## src/hw/rtl/dqe_pkg.sv

```systemverilog
// dqe_pkg: shared types and constants of the double-ended queue engine.
// Used by the channel interfaces and the top level.
package dqe_pkg;

	localparam int DEPTH_DEF      = 16;
	localparam int DATA_WIDTH_DEF = 32;

	localparam int OP_W   = 3;
	localparam int VAL_W  = 32;
	localparam int IDX_W  = 4;
	localparam int STAT_W = 2;
	localparam int FIDX_W = 5;
	localparam int CNT_W  = 5;

	typedef enum logic [OP_W-1:0] {
		OP_PUSH_FRONT = 3'd0,
		OP_PUSH_BACK  = 3'd1,
		OP_POP_FRONT  = 3'd2,
		OP_POP_BACK   = 3'd3,
		OP_ERASE_IDX  = 3'd4,
		OP_ERASE_VAL  = 3'd5,
		OP_SEARCH     = 3'd6,
		OP_CLEAR      = 3'd7
	} op_t;

	typedef enum logic [STAT_W-1:0] {
		ST_DONE = 2'd0,
		ST_FAIL = 2'd1,
		ST_FULL = 2'd2
	} status_t;

	// position reported when nothing matched
	localparam logic signed [FIDX_W-1:0] FOUND_NONE = -5'sd1;

	typedef enum logic [2:0] {
		S_IDLE,
		S_EXEC,
		S_SCAN,
		S_SHIFT,
		S_RD_FRONT,
		S_RD_BACK,
		S_DONE
	} state_t;

endpackage

```

## src/hw/rtl/dqe_if.sv

```systemverilog
// dqe_if: valid/ready channels carrying request and result words.
// Depends on dqe_pkg for field widths.
interface dqe_req_if;
	logic                        valid;
	logic                        ready;
	logic [dqe_pkg::OP_W-1:0]    op;
	logic [dqe_pkg::VAL_W-1:0]   value;
	logic [dqe_pkg::IDX_W-1:0]   index;

	modport source (output valid, output op, output value, output index, input ready);
	modport sink   (input valid, input op, input value, input index, output ready);
endinterface

interface dqe_rsp_if;
	logic                              valid;
	logic                              ready;
	logic [dqe_pkg::STAT_W-1:0]        status;
	logic signed [dqe_pkg::FIDX_W-1:0] found_index;
	logic [dqe_pkg::CNT_W-1:0]         count;
	logic [dqe_pkg::VAL_W-1:0]         front_value;
	logic [dqe_pkg::VAL_W-1:0]         back_value;
	logic                              is_empty;

	modport source (output valid, output status, output found_index, output count,
		output front_value, output back_value, output is_empty, input ready);
	modport sink   (input valid, input status, input found_index, input count,
		input front_value, input back_value, input is_empty, output ready);
endinterface

```

## src/hw/rtl/double_ended_queue_engine_unit.sv

```systemverilog
// double_ended_queue_engine_unit: bounded deque in a ring RAM, one result word per request.
// Push, pop, clear: EXEC, then reads of the front and back entries, then DONE; a new request
// is taken only once the result is loaded. Search / erase value scan one entry per cycle;
// erase shifts the tail one entry per cycle. All reads share the single read port of the
// ring RAM.
// Reset (arst_n low): empty queue, front slot 0, no result pending; RAM not cleared.
module double_ended_queue_engine_unit #(
	parameter int DEPTH      = dqe_pkg::DEPTH_DEF,
	parameter int DATA_WIDTH = dqe_pkg::DATA_WIDTH_DEF
) (
	input  logic       clk,
	input  logic       arst_n,
	dqe_req_if.sink    req,
	dqe_rsp_if.source  rsp
);

	localparam int SW   = $clog2(DEPTH);       // slot address width
	localparam int CW   = $clog2(DEPTH + 1);   // count / position width
	localparam int CMPW = (CW > dqe_pkg::IDX_W) ? CW : dqe_pkg::IDX_W;

	// ring slot of a position counted from the front; base + pos stays below 2*DEPTH
	function automatic logic [SW-1:0] slot_of(input logic [SW-1:0] base,
		input logic [CW-1:0] pos);
		logic [CW:0] sum;
		sum = (CW+1)'(base) + (CW+1)'(pos);
		if (sum >= (CW+1)'(DEPTH)) begin
			sum = sum - (CW+1)'(DEPTH);
		end
		return SW'(sum);
	endfunction

	dqe_pkg::state_t state_q, state_d;

	// latched request
	dqe_pkg::op_t           op_q;
	logic [DATA_WIDTH-1:0]  val_q;
	logic [dqe_pkg::IDX_W-1:0] idx_q;

	// queue control state
	logic [SW-1:0] front_q;
	logic [CW-1:0] cnt_q;

	// walk position, and the read issued for it in the previous cycle
	logic [CW-1:0] pos_q;
	logic          rv_s1;
	logic [CW-1:0] pos_s1;
	logic [SW-1:0] wslot_s1;

	// per-request results
	dqe_pkg::status_t                     status_q;
	logic signed [dqe_pkg::FIDX_W-1:0]    found_q;
	logic [DATA_WIDTH-1:0]                front_data_q;

	// output register
	logic                                 rsp_valid_q;
	dqe_pkg::status_t                     rsp_status_q;
	logic signed [dqe_pkg::FIDX_W-1:0]    rsp_found_q;
	logic [dqe_pkg::CNT_W-1:0]            rsp_count_q;
	logic [dqe_pkg::VAL_W-1:0]            rsp_front_q;
	logic [dqe_pkg::VAL_W-1:0]            rsp_back_q;
	logic                                 rsp_empty_q;

	// RAM port
	logic                  ram_we, ram_re;
	logic [SW-1:0]         ram_waddr, ram_raddr;
	logic [DATA_WIDTH-1:0] ram_wdata, ram_rdata;

	logic req_fire;
	logic is_full, is_empty_now;
	logic [SW-1:0] front_dec, front_inc;
	logic [CW-1:0] pos_inc;
	logic [CW-1:0] back_pos;
	logic scan_match, scan_go, shift_go;
	logic idx_bad;
	logic out_free;

	assign req.ready    = (state_q == dqe_pkg::S_IDLE);
	assign req_fire     = req.valid && req.ready;
	assign is_full      = (cnt_q == CW'(DEPTH));
	assign is_empty_now = (cnt_q == '0);
	assign front_dec    = (front_q == '0) ? SW'(DEPTH - 1) : front_q - 1'b1;
	assign front_inc    = (front_q == SW'(DEPTH - 1)) ? '0 : front_q + 1'b1;
	assign pos_inc      = pos_q + 1'b1;
	assign back_pos     = is_empty_now ? '0 : cnt_q - 1'b1;
	assign idx_bad      = (CMPW'(idx_q) >= CMPW'(cnt_q));
	assign out_free     = !rsp_valid_q || rsp.ready;

	// scan compares the word read last cycle; stop issuing once it hits
	assign scan_match = rv_s1 && (ram_rdata == val_q);
	assign scan_go    = !scan_match && (pos_q < cnt_q);
	// shift copies entry pos+1 down to pos while pos+1 is live
	assign shift_go   = ((CW+1)'(pos_q) + 1'b1) < (CW+1)'(cnt_q);

	// next state
	always_comb begin
		state_d = state_q;
		case (state_q)
			dqe_pkg::S_IDLE: begin
				if (req_fire) state_d = dqe_pkg::S_EXEC;
			end
			dqe_pkg::S_EXEC: begin
				if (op_q == dqe_pkg::OP_ERASE_IDX && !idx_bad) begin
					state_d = dqe_pkg::S_SHIFT;
				end else if (op_q inside {dqe_pkg::OP_ERASE_VAL, dqe_pkg::OP_SEARCH}) begin
					state_d = dqe_pkg::S_SCAN;
				end else begin
					state_d = dqe_pkg::S_RD_FRONT;
				end
			end
			dqe_pkg::S_SCAN: begin
				if (scan_match) begin
					state_d = (op_q == dqe_pkg::OP_ERASE_VAL) ? dqe_pkg::S_SHIFT
						: dqe_pkg::S_RD_FRONT;
				end else if (!rv_s1 && !scan_go) begin
					state_d = dqe_pkg::S_RD_FRONT;
				end
			end
			dqe_pkg::S_SHIFT: begin
				if (!shift_go) state_d = dqe_pkg::S_RD_FRONT;
			end
			dqe_pkg::S_RD_FRONT: state_d = dqe_pkg::S_RD_BACK;
			dqe_pkg::S_RD_BACK:  state_d = dqe_pkg::S_DONE;
			dqe_pkg::S_DONE: begin
				if (out_free) state_d = dqe_pkg::S_IDLE;
			end
			default: state_d = dqe_pkg::S_IDLE;
		endcase
	end

	// RAM port control
	always_comb begin
		ram_we    = 1'b0;
		ram_waddr = '0;
		ram_wdata = val_q;
		ram_re    = 1'b0;
		ram_raddr = '0;
		case (state_q)
			dqe_pkg::S_EXEC: begin
				if (op_q == dqe_pkg::OP_PUSH_FRONT && !is_full) begin
					ram_we    = 1'b1;
					ram_waddr = front_dec;
				end else if (op_q == dqe_pkg::OP_PUSH_BACK && !is_full) begin
					ram_we    = 1'b1;
					ram_waddr = slot_of(front_q, cnt_q);
				end
			end
			dqe_pkg::S_SCAN: begin
				ram_re    = scan_go;
				ram_raddr = slot_of(front_q, pos_q);
			end
			dqe_pkg::S_SHIFT: begin
				ram_we    = rv_s1;
				ram_waddr = wslot_s1;
				ram_wdata = ram_rdata;
				ram_re    = shift_go;
				ram_raddr = slot_of(front_q, pos_inc);
			end
			dqe_pkg::S_RD_FRONT: begin
				ram_re    = 1'b1;
				ram_raddr = front_q;
			end
			dqe_pkg::S_RD_BACK: begin
				ram_re    = 1'b1;
				ram_raddr = slot_of(front_q, back_pos);
			end
			default: begin
				ram_we = 1'b0;
			end
		endcase
	end

	dqe_ram #(
		.WIDTH (DATA_WIDTH),
		.DEPTH (DEPTH)
	) u_ring (
		.clk   (clk),
		.we    (ram_we),
		.waddr (ram_waddr),
		.wdata (ram_wdata),
		.re    (ram_re),
		.raddr (ram_raddr),
		.rdata (ram_rdata)
	);

	always_ff @(posedge clk or negedge arst_n) begin
		if (!arst_n) begin
			state_q <= dqe_pkg::S_IDLE;
		end else begin
			state_q <= state_d;
		end
	end

	// request latch and per-request results (payload, no reset)
	always_ff @(posedge clk) begin
		if (req_fire) begin
			op_q  <= dqe_pkg::op_t'(req.op);
			val_q <= DATA_WIDTH'(req.value);
			idx_q <= req.index;
		end
		pos_s1 <= pos_q;
		if (state_q == dqe_pkg::S_SHIFT) begin
			wslot_s1 <= slot_of(front_q, pos_q);
		end
		if (state_q == dqe_pkg::S_RD_BACK) begin
			front_data_q <= ram_rdata;
		end
		case (state_q)
			dqe_pkg::S_EXEC: begin
				found_q  <= dqe_pkg::FOUND_NONE;
				status_q <= dqe_pkg::ST_DONE;
				pos_q    <= '0;
				case (op_q)
					dqe_pkg::OP_PUSH_FRONT,
					dqe_pkg::OP_PUSH_BACK: begin
						if (is_full) status_q <= dqe_pkg::ST_FULL;
					end
					dqe_pkg::OP_POP_FRONT,
					dqe_pkg::OP_POP_BACK,
					dqe_pkg::OP_CLEAR: begin
						if (is_empty_now) status_q <= dqe_pkg::ST_FAIL;
					end
					dqe_pkg::OP_ERASE_IDX: begin
						if (idx_bad) status_q <= dqe_pkg::ST_FAIL;
						pos_q <= CW'(idx_q);
					end
					default: begin
						pos_q <= '0;
					end
				endcase
			end
			dqe_pkg::S_SCAN: begin
				if (scan_match) begin
					found_q <= dqe_pkg::FIDX_W'(pos_s1);
					pos_q   <= pos_s1;
				end else begin
					if (scan_go) pos_q <= pos_inc;
					if (!rv_s1 && !scan_go) status_q <= dqe_pkg::ST_FAIL;
				end
			end
			dqe_pkg::S_SHIFT: begin
				if (shift_go) pos_q <= pos_inc;
			end
			default: begin
				pos_q <= pos_q;
			end
		endcase
	end

	// queue pointers and the read-in-flight flag
	always_ff @(posedge clk or negedge arst_n) begin
		if (!arst_n) begin
			front_q <= '0;
			cnt_q   <= '0;
			rv_s1   <= 1'b0;
		end else begin
			rv_s1 <= 1'b0;
			case (state_q)
				dqe_pkg::S_EXEC: begin
					case (op_q)
						dqe_pkg::OP_PUSH_FRONT: begin
							if (!is_full) begin
								front_q <= front_dec;
								cnt_q   <= cnt_q + 1'b1;
							end
						end
						dqe_pkg::OP_PUSH_BACK: begin
							if (!is_full) cnt_q <= cnt_q + 1'b1;
						end
						dqe_pkg::OP_POP_FRONT: begin
							if (!is_empty_now) begin
								front_q <= front_inc;
								cnt_q   <= cnt_q - 1'b1;
							end
						end
						dqe_pkg::OP_POP_BACK: begin
							if (!is_empty_now) cnt_q <= cnt_q - 1'b1;
						end
						dqe_pkg::OP_CLEAR: begin
							front_q <= '0;
							cnt_q   <= '0;
						end
						default: begin
							cnt_q <= cnt_q;
						end
					endcase
				end
				dqe_pkg::S_SCAN:  rv_s1 <= scan_go;
				dqe_pkg::S_SHIFT: begin
					rv_s1 <= shift_go;
					// last copy lands this cycle; the tail entry goes away
					if (!shift_go) cnt_q <= cnt_q - 1'b1;
				end
				default: begin
					rv_s1 <= 1'b0;
				end
			endcase
		end
	end

	// result register: loads in DONE, holds until taken
	always_ff @(posedge clk or negedge arst_n) begin
		if (!arst_n) begin
			rsp_valid_q <= 1'b0;
		end else if (state_q == dqe_pkg::S_DONE && out_free) begin
			rsp_valid_q <= 1'b1;
		end else if (rsp.ready) begin
			rsp_valid_q <= 1'b0;
		end
	end

	always_ff @(posedge clk) begin
		if (state_q == dqe_pkg::S_DONE && out_free) begin
			rsp_status_q <= status_q;
			rsp_found_q  <= found_q;
			rsp_count_q  <= dqe_pkg::CNT_W'(cnt_q);
			rsp_empty_q  <= is_empty_now;
			// read data still holds the back entry fetched in RD_BACK
			rsp_front_q  <= is_empty_now ? '0 : dqe_pkg::VAL_W'(front_data_q);
			rsp_back_q   <= is_empty_now ? '0 : dqe_pkg::VAL_W'(ram_rdata);
		end
	end

	assign rsp.valid       = rsp_valid_q;
	assign rsp.status      = rsp_status_q;
	assign rsp.found_index = rsp_found_q;
	assign rsp.count       = rsp_count_q;
	assign rsp.front_value = rsp_front_q;
	assign rsp.back_value  = rsp_back_q;
	assign rsp.is_empty    = rsp_empty_q;

	a_cnt_bound: assert property (@(posedge clk) disable iff (!arst_n)
		cnt_q <= CW'(DEPTH))
		else $error("entry count beyond depth");

	a_front_bound: assert property (@(posedge clk) disable iff (!arst_n)
		front_q <= SW'(DEPTH - 1))
		else $error("front slot out of range");

	a_accept_exec: assert property (@(posedge clk) disable iff (!arst_n)
		req_fire |=> state_q == dqe_pkg::S_EXEC)
		else $error("accepted request not executed");

	a_rsp_from_done: assert property (@(posedge clk) disable iff (!arst_n)
		$rose(rsp_valid_q) |-> $past(state_q == dqe_pkg::S_DONE))
		else $error("result raised outside DONE");

	a_shift_write: assert property (@(posedge clk) disable iff (!arst_n)
		(ram_we && state_q == dqe_pkg::S_SHIFT) |-> $past(ram_re))
		else $error("shift write without a preceding read");

endmodule

```

## src/hw/rtl/dqe_ram.sv

```systemverilog
// dqe_ram: generic simple dual-port RAM, one write and one read port.
// Read data is registered and holds while no read is issued. No dependencies.
module dqe_ram #(
	parameter int WIDTH = 32,
	parameter int DEPTH = 16
) (
	input  logic                     clk,
	input  logic                     we,
	input  logic [$clog2(DEPTH)-1:0] waddr,
	input  logic [WIDTH-1:0]         wdata,
	input  logic                     re,
	input  logic [$clog2(DEPTH)-1:0] raddr,
	output logic [WIDTH-1:0]         rdata
);

	logic [WIDTH-1:0] mem_q [DEPTH];

	always_ff @(posedge clk) begin
		if (we) begin
			mem_q[waddr] <= wdata;
		end
		if (re) begin
			rdata <= mem_q[raddr];
		end
	end

endmodule
```

## src/flat_wrapper.sv

```systemverilog
// flat-port wrapper written by rule: the top's interface ports become plain ports
module double_ended_queue_engine_unit_flat 
#(
	parameter int DEPTH      = dqe_pkg::DEPTH_DEF,
	parameter int DATA_WIDTH = dqe_pkg::DATA_WIDTH_DEF
)
  (clk, arst_n, req_valid, req_op, req_value, req_index, req_ready, rsp_valid, rsp_status, rsp_found_index, rsp_count, rsp_front_value, rsp_back_value, rsp_is_empty, rsp_ready);
  dqe_req_if req_i ();
  dqe_rsp_if rsp_i ();
  input  logic clk;
  input  logic arst_n;
  input wire logic [$bits(req_i.valid)-1:0] req_valid;
  input wire logic [$bits(req_i.op)-1:0] req_op;
  input wire logic [$bits(req_i.value)-1:0] req_value;
  input wire logic [$bits(req_i.index)-1:0] req_index;
  output wire logic [$bits(req_i.ready)-1:0] req_ready;
  output wire logic [$bits(rsp_i.valid)-1:0] rsp_valid;
  output wire logic [$bits(rsp_i.status)-1:0] rsp_status;
  output wire logic [$bits(rsp_i.found_index)-1:0] rsp_found_index;
  output wire logic [$bits(rsp_i.count)-1:0] rsp_count;
  output wire logic [$bits(rsp_i.front_value)-1:0] rsp_front_value;
  output wire logic [$bits(rsp_i.back_value)-1:0] rsp_back_value;
  output wire logic [$bits(rsp_i.is_empty)-1:0] rsp_is_empty;
  input wire logic [$bits(rsp_i.ready)-1:0] rsp_ready;
  assign req_i.valid = req_valid;
  assign req_i.op = req_op;
  assign req_i.value = req_value;
  assign req_i.index = req_index;
  assign req_ready = req_i.ready;
  assign rsp_valid = rsp_i.valid;
  assign rsp_status = rsp_i.status;
  assign rsp_found_index = rsp_i.found_index;
  assign rsp_count = rsp_i.count;
  assign rsp_front_value = rsp_i.front_value;
  assign rsp_back_value = rsp_i.back_value;
  assign rsp_is_empty = rsp_i.is_empty;
  assign rsp_i.ready = rsp_ready;
  double_ended_queue_engine_unit #(.DEPTH(DEPTH), .DATA_WIDTH(DATA_WIDTH)) u_core (.clk(clk), .arst_n(arst_n), .req(req_i), .rsp(rsp_i));
endmodule
```

## config.mk

```make
export PLATFORM = sky130hd
export DESIGN_NAME = double_ended_queue_engine_unit_flat
export DESIGN_NICKNAME = d
export VERILOG_FILES = /design/src/hw/rtl/dqe_pkg.sv /design/src/hw/rtl/dqe_if.sv /design/src/hw/rtl/double_ended_queue_engine_unit.sv /design/src/hw/rtl/dqe_ram.sv /design/src/flat_wrapper.sv
export SDC_FILE = /design/constraint.sdc
export NUM_CORES = 1
export LEC_CHECK = 0
export BUFFER_PORTS_ARGS = -buffer_cell sky130_fd_sc_hd__buf_4
export CORE_MARGIN = 2
export CORE_UTILIZATION = 40
export CTS_BUF_LIST = sky130_fd_sc_hd__clkbuf_8 sky130_fd_sc_hd__clkbuf_16
export DETAILED_ROUTE_END_ITERATION = 7
export PLACE_DENSITY = 0.63
export SLEW_MARGIN = 20
export SYNTH_ARGS = -nofsm -noshare
export SYNTH_HDL_FRONTEND = slang
export SYNTH_SLANG_ARGS = --single-unit
export TNS_END_PERCENT = 20
```

## constraint.sdc

```tcl
create_clock -name clk -period 6.2 [get_ports clk]
set_clock_uncertainty 0.1 [all_clocks]
set_input_delay 0.62 -clock clk [delete_from_list [all_inputs] [get_ports clk]]
set_output_delay 0.62 -clock clk [all_outputs]
set_load 0.05 [all_outputs]
```

### Yosys cells after proc, flatten, opt, wreduce, memory -nomap -nowiden

Memory sizes are Yosys's and may differ from the RTL's. A register that Yosys moved wholly into a read port is not among the register bits.
Index checks and enable logic that the tools add are counted.

| cells by class | value |
|---|---|
| add/sub/neg operators | 14 |
| $lt $le $gt $ge | 7 |
| eq/ne operators | 30 |
| mux-type cells | 52 |
| reduce and logical (&&, ||, !) cells | 35 |

Operators by type and width:

| cell | count |
|---|---|
| $mux 4 | 11 |
| $mux 5 | 8 |
| $eq 32x32->1 | 1 |
| $mux 32 | 1 |
| $pmux 5 s3 | 2 |
| $add 4x5->6 | 4 |
| $ge 6x5->1 const B | 4 |
| $mux 3 | 8 |
| $eq 3x3->1 const B | 7 |
| $pmux 3 s7 | 1 |
| $pmux 5 s2 | 2 |
| $sub 4x1->4 const B | 5 |
| $pmux 4 s4 | 1 |
| $eq 3x2->1 const B | 4 |
| $pmux 4 s3 | 1 |
| $add 5x1->5 const B | 2 |
| $ne 2x2->1 const B | 5 |
| $logic_and 1x1->1 | 8 |
| $mux 1 | 8 |
| $ne 2x1->1 const B | 4 |
| $pmux 4 s2 | 1 |
| $reduce_and 4->1 | 2 |
| $reduce_bool 2->1 | 4 |
| $add 5x1->6 const B | 1 |
| other kinds (27) | 43 |

| word-level totals | value |
|---|---|
| flip-flop bits (word level) | 183 |
| RAM bits | 512 |
| bits of input ports | 43 |
| output and inout port bits | 79 |
| logic and storage cells | 159 |
| memories | 1 |

Memories:

| memory | words | bits a word | rd ports | clocked after Yosys merged registers in | wr ports | line | text |
|---|---|---|---|---|---|---|---|
| u_core.u_ring.mem_q | 16 | 32 | 1 | 1 | 1 | dqe_ram.sv:16 | `logic [WIDTH-1:0] mem_q [DEPTH];` |

### Longest topological paths before layout

| depth | value |
|---|---|
| word-level depth | 9 |
| mapped depth | 17 |

### By module

From an unflattened synthesis, not the netlist that was laid out.

| unflattened totals | value |
|---|---|
| cells, all modules | 1,540 |
| area, all modules | 28,727.6 um^2 |

By module, submodules not included:

| module | times used | cells each | area an instance (um^2) |
|---|---|---|---|
| dqe_ram | 1 | 838 | 20,174.3 |
| double_ended_queue_engine_unit | 1 | 702 | 8,553.2 |

### Least setup slack after synthesis

Ideal clock, no wire load.

| path | value |
|---|---|
| kind | register -> register |
| from | reg u_core.state_q[0] |
| to | reg u_core.rsp_back_q, in the netlist u_core.rsp.back_value[0], enable pin |
| library setup time | 513 ps |
| data arrival time | 4,322 ps |
| slack | 1,265 ps |
| cell stages (with the launch flop) | 6 |
| buffers on the path | 2 |
| period minus slack after synthesis | 4,935 ps |
| path through | dfrtp_1 -> buf_2 -> buf_1 -> nor2_1 -> nand2_1 -> nor2_1 |

| between the ends | value |
|---|---|
| longest elaborated chain between the ends | 2 |

RTL lines:

| element | line | text |
|---|---|---|
| start: declaration | double_ended_queue_engine_unit.sv:32 | `dqe_pkg::state_t state_q, state_d;` |
| start signal: assignment | double_ended_queue_engine_unit.sv:187 | `state_q <= dqe_pkg::S_IDLE;` |
| start signal: assignment | double_ended_queue_engine_unit.sv:189 | `state_q <= state_d;` |
| $eq 3x3->1 | double_ended_queue_engine_unit.sv:312 | `if (state_q == dqe_pkg::S_DONE && out_free) begin` |
| $logic_and 1x1->1 | double_ended_queue_engine_unit.sv:312 |  |
| end signal: assignment | double_ended_queue_engine_unit.sv:319 | `rsp_back_q <= is_empty_now ? '0 : dqe_pkg::VAL_W'(ram_rdata);` |
| end: declaration | double_ended_queue_engine_unit.sv:60 | `logic [dqe_pkg::VAL_W-1:0] rsp_back_q;` |

No other way between the ends.
A chain may end at the register's enable or synchronous reset.

### Worst setup path in the final report

| path | value |
|---|---|
| from | reg u_core.state_q[2] |
| to | reg u_core.u_ring.rdata[13], read port of u_core.u_ring.mem_q (data pin) |

| between the ends | value |
|---|---|
| longest elaborated chain between the ends | 3 |

RTL lines:

| element | line | text |
|---|---|---|
| $eq 3x3->1 | double_ended_queue_engine_unit.sv:137 | `case (state_q)` |
| $reduce_or 2->1 (no line) | -- |  |
| $pmux 1 s3 | double_ended_queue_engine_unit.sv:137 |  |
| end: declaration | dqe_ram.sv:13 | `output logic [WIDTH-1:0] rdata` |

Several ways; a longest one is shown, not always the timed one.

==> results.py <==
metrics = {
    "clocking": {
        "clock_path_buffers": 3,
        "htree_levels": 3,
        "postCtsHoldBufs": 1,
        "cts_root_buf": "clkbuf_16",
        "cts_resized": 0,
        "clk_pin_slew_ns": 0.07,
        "cts_setup_buffers": 0,
        "numCtsBuffers": 71,
        "worstSkewPairLatency_ns": 0.62,
        "cts_tree": "done",
        "cts_sinks": 727,
    },
    "synth": {
        "ys_seq_elements": 727,
        "ys.flop_type": "edfxtp_1",
        "ys_top_cells_by_count": "708 x edfxtp_1, 262 x nand2_1, 202 x mux2i_1, 70 x nor2b_1, 66 x a221oi_1",
        "ys_seq_area_frac": 0.732,
        "syn_inst": 1844,
        "yosysTopAreaCell": "edfxtp_1",
        "ys.warnings.count": 0,
        "synth_area_leaders": "edfxtp_1 72%, mux2i_1 6.8%, nand2_1 3.3%",
        "synth.top_cell.area_share": 0.717,
        "yosys.cell_types.count": 75,
        "async_flop_share": 0.0193,
        "netlist_area_um2": 29700,
        "synth_fp_nets": 1917,
        "synth_edf_count": 708,
        "avgSynthCellArea_um2": 16.1,
        "synth.most_common_cell": "edfxtp_1",
    },
    "run_status": {
        "outcome": "completed",
    },
    "critical_path": {
        "critPathTopFamily": "compound AO/OA/AOI/OAI gates",
        "slowest_stage": "a211oi_4",
        "max_stage_delay_ns": 0.83,
        "crit_path_end_kind": "register",
        "cp-start-kind": "register",
        "path_buf_inv": 4,
        "crit_arrival_ns": 5.30,
        "crit_top_cell": "inv_1",
        "worstPathMaxFanout": 34,
        "setup.worst_path.class": "reg2reg",
        "cp_cell_sequence": "nor2b_1 -> nand2_1 -> inv_1 -> buf_4 -> o22ai_1 -> ha_1 -> inv_1 -> fa_1 -> xnor2_1 -> a31oi_1 -> a211oi_4 -> buf_12 -> a32o_1 -> a221oi_1 -> mux2_4",
        "required_ns": 6.45,
    },
    "sta": {
        "fmaxAchievable_mhz": 198,
        "setup_violations": 0,
        "min_period_over_period": 0.815,
        "report.final.hold_viol_count": 0,
        "setup_tns_ns": 0,
        "tightest_slew_ns": 1.07,
        "slew_viol_final": 0,
        "rsz0062_at_grt": "no",
        "fin_hold_ws_ns": 0.0750,
        "period_minus_slack_ns": 5.05,
        "max_slew_margin": 0.283,
    },
    "power": {
        "pwr-share-seq": 0.382,
        "p_sw_mw": 6.81,
        "pwr-share-clk": 0.214,
        "pwr-share-comb": 0.405,
        "ir_drop_mv": 0.720,
        "powerDensity_nw_per_um2": 546,
        "switching_share": 0.365,
        "leakage_nw": 12.5,
        "power.internal_mw": 11.8,
    },
    "detailed_routing": {
        "wl_mm": 73.9,
        "avgRoutedWirePerCell_um": 24.6,
        "ant_nets": 0,
        "drc_errors": 0,
        "via_count": 16600,
        "drt_iter0_drc": 1830,
        "viasPerCell": 5.53,
        "drt_first_pass_iters": 5,
    },
    "global_route": {
        "antenna_found_initial": 0,
        "overflow": 0,
        "grt_pass1_vias": 16800,
        "grt_usage": 0.192,
        "grt_max_degree": 71,
        "grt_pass1_wl_mm": 110,
    },
    "finish": {
        "area_growth_pct": 15.1,
        "nets": 2067,
        "drive_gt1_frac": 0.159,
        "antennaDiodeCount": 0,
    },
    "placed_design": {
        "dp_hpwl_mm": 43.4,
        "gp_congestion": 0.899,
        "io_buffers": 121,
    },
    "hold_path": {
        "min_path_type": "in2reg",
    },
    "die": {
        "die_y_um": 276,
        "rows": 99,
        "die_x_um": 276,
        "io_pins": 122,
        "die-area_um2": 76300,
        "fp.coreArea_um2": 73200,
        "start_util": 0.405,
    },
    "run": {
        "max-cap-violations": 0,
    },
}
## through the flow
step	power, mW	instance area (um^2)	worst slack, ns	util	instances
floorplan	12.4	29700	1.27	-	1844
CTS	18.7	34100	1.22	0.466	3003
global placement	14.5	32000	1.37	0.437	2879
global route	19.4	34100	0.851	0.466	3003
detailed placement	14.7	32000	1.28	0.437	2879
finish	18.6	34100	1.15	0.466	3003
## worst register-to-register path, cell delays in order, from the launching register on
cell and delay (ns):
dfrtp_1 0.81, nor2b_1 0.42, nand2_1 0.20, inv_1 0.12, buf_4 0.38, o22ai_1 0.15, ha_1 0.22, inv_1 0.08
fa_1 0.18, xnor2_1 0.17, a31oi_1 0.24, a211oi_4 0.83, buf_12 0.30, a32o_1 0.25, a221oi_1 0.06, mux2_4 0.30
## sequential cells by signal, summed over array words and instances (netlist names), 32 cells and up
| signal | count |
|---|---|
| u_core.u_ring.mem_q | 512 |
| u_core.front_data_q | 32 |
| u_core.rsp.back_value | 32 |
| u_core.rsp.front_value | 32 |
| u_core.u_ring.rdata | 32 |
| u_core.val_q | 32 |
## cells by family (layout without fill, tap and decap cells)
logic type	Yosys count	count (layout)	share of synthesized area
DFF	727	727	0.732
and+or+nand+nor	447	447	0.0706
AOI/OAI and AO/OA	244	244	0.0685
muxes	234	234	0.0841
buffers and inverters	115	315	0.0175
xor gates and xnor gates	47	47	0.0139
adders and majority gates	30	30	0.0134
## layout by cell type (no fill, tap or decap), types with 20 or more instances in the layout
master,instances
a221oi_1,66
a32o_1,65
buf_4,157
clkbuf_16,72
edfxtp_1,708
ha_1,27
inv_1,44
mux2_4,30
mux2i_1,202
nand2_1,262
nor2_1,20
nor2b_1,70
o21ai_0,27
xnor2_1,26
xor2_1,21
## final timing paths
kind / to / slack (ns) / cells after the start / start
setup / recovery: u_core.u_ring.rdata[13] / 1.15 / 15 / u_core.state_q[2]
hold / removal: u_core.val_q[24] / 0.08 / 1 / req_value[24]
setup reg to reg: u_core.u_ring.rdata[13] / 1.15 / 15 / u_core.state_q[2]
hold reg to reg: u_core.rsp.status[0] / 0.31 / 0 / u_core.status_q[0]
max in group asynchronous: u_core.rsp.valid / 5.50 / 2 / arst_n
min in group asynchronous: u_core.cnt_q[4] / 0.31 / 2 / arst_n
## per-layer routing
metal	wire, um	global-route usage
met5	0	0
met4	2080	0.0681
met3	4780	0.0270
met2	35800	0.320
met1	31300	0.259
## power by group through the flow
stage | registers (mW) | clock network (mW) | logic, mW
2_1_floorplan | 7.20 | 0 | 5.19
3_3_place_gp | 7.19 | 0 | 7.33
3_5_place_dp | 7.20 | 0 | 7.49
4_1_cts | 7.10 | 4.04 | 7.53
5_1_grt | 7.16 | 4.23 | 8.05
6_report | 7.12 | 3.98 | 7.54
## area by class of cell
class | instances | area [um^2]
multi-input cells | 1002 | 7600
well taps | 959 | 1200
clock inverters | 51 | 308
inverters | 22 | 82.6
flip-flops and latches | 727 | 21700
repair buffers | 170 | 1430
fillers | 6166 | 39100
clock buffers | 72 | 1800
(Power assumes the default switching activity.)
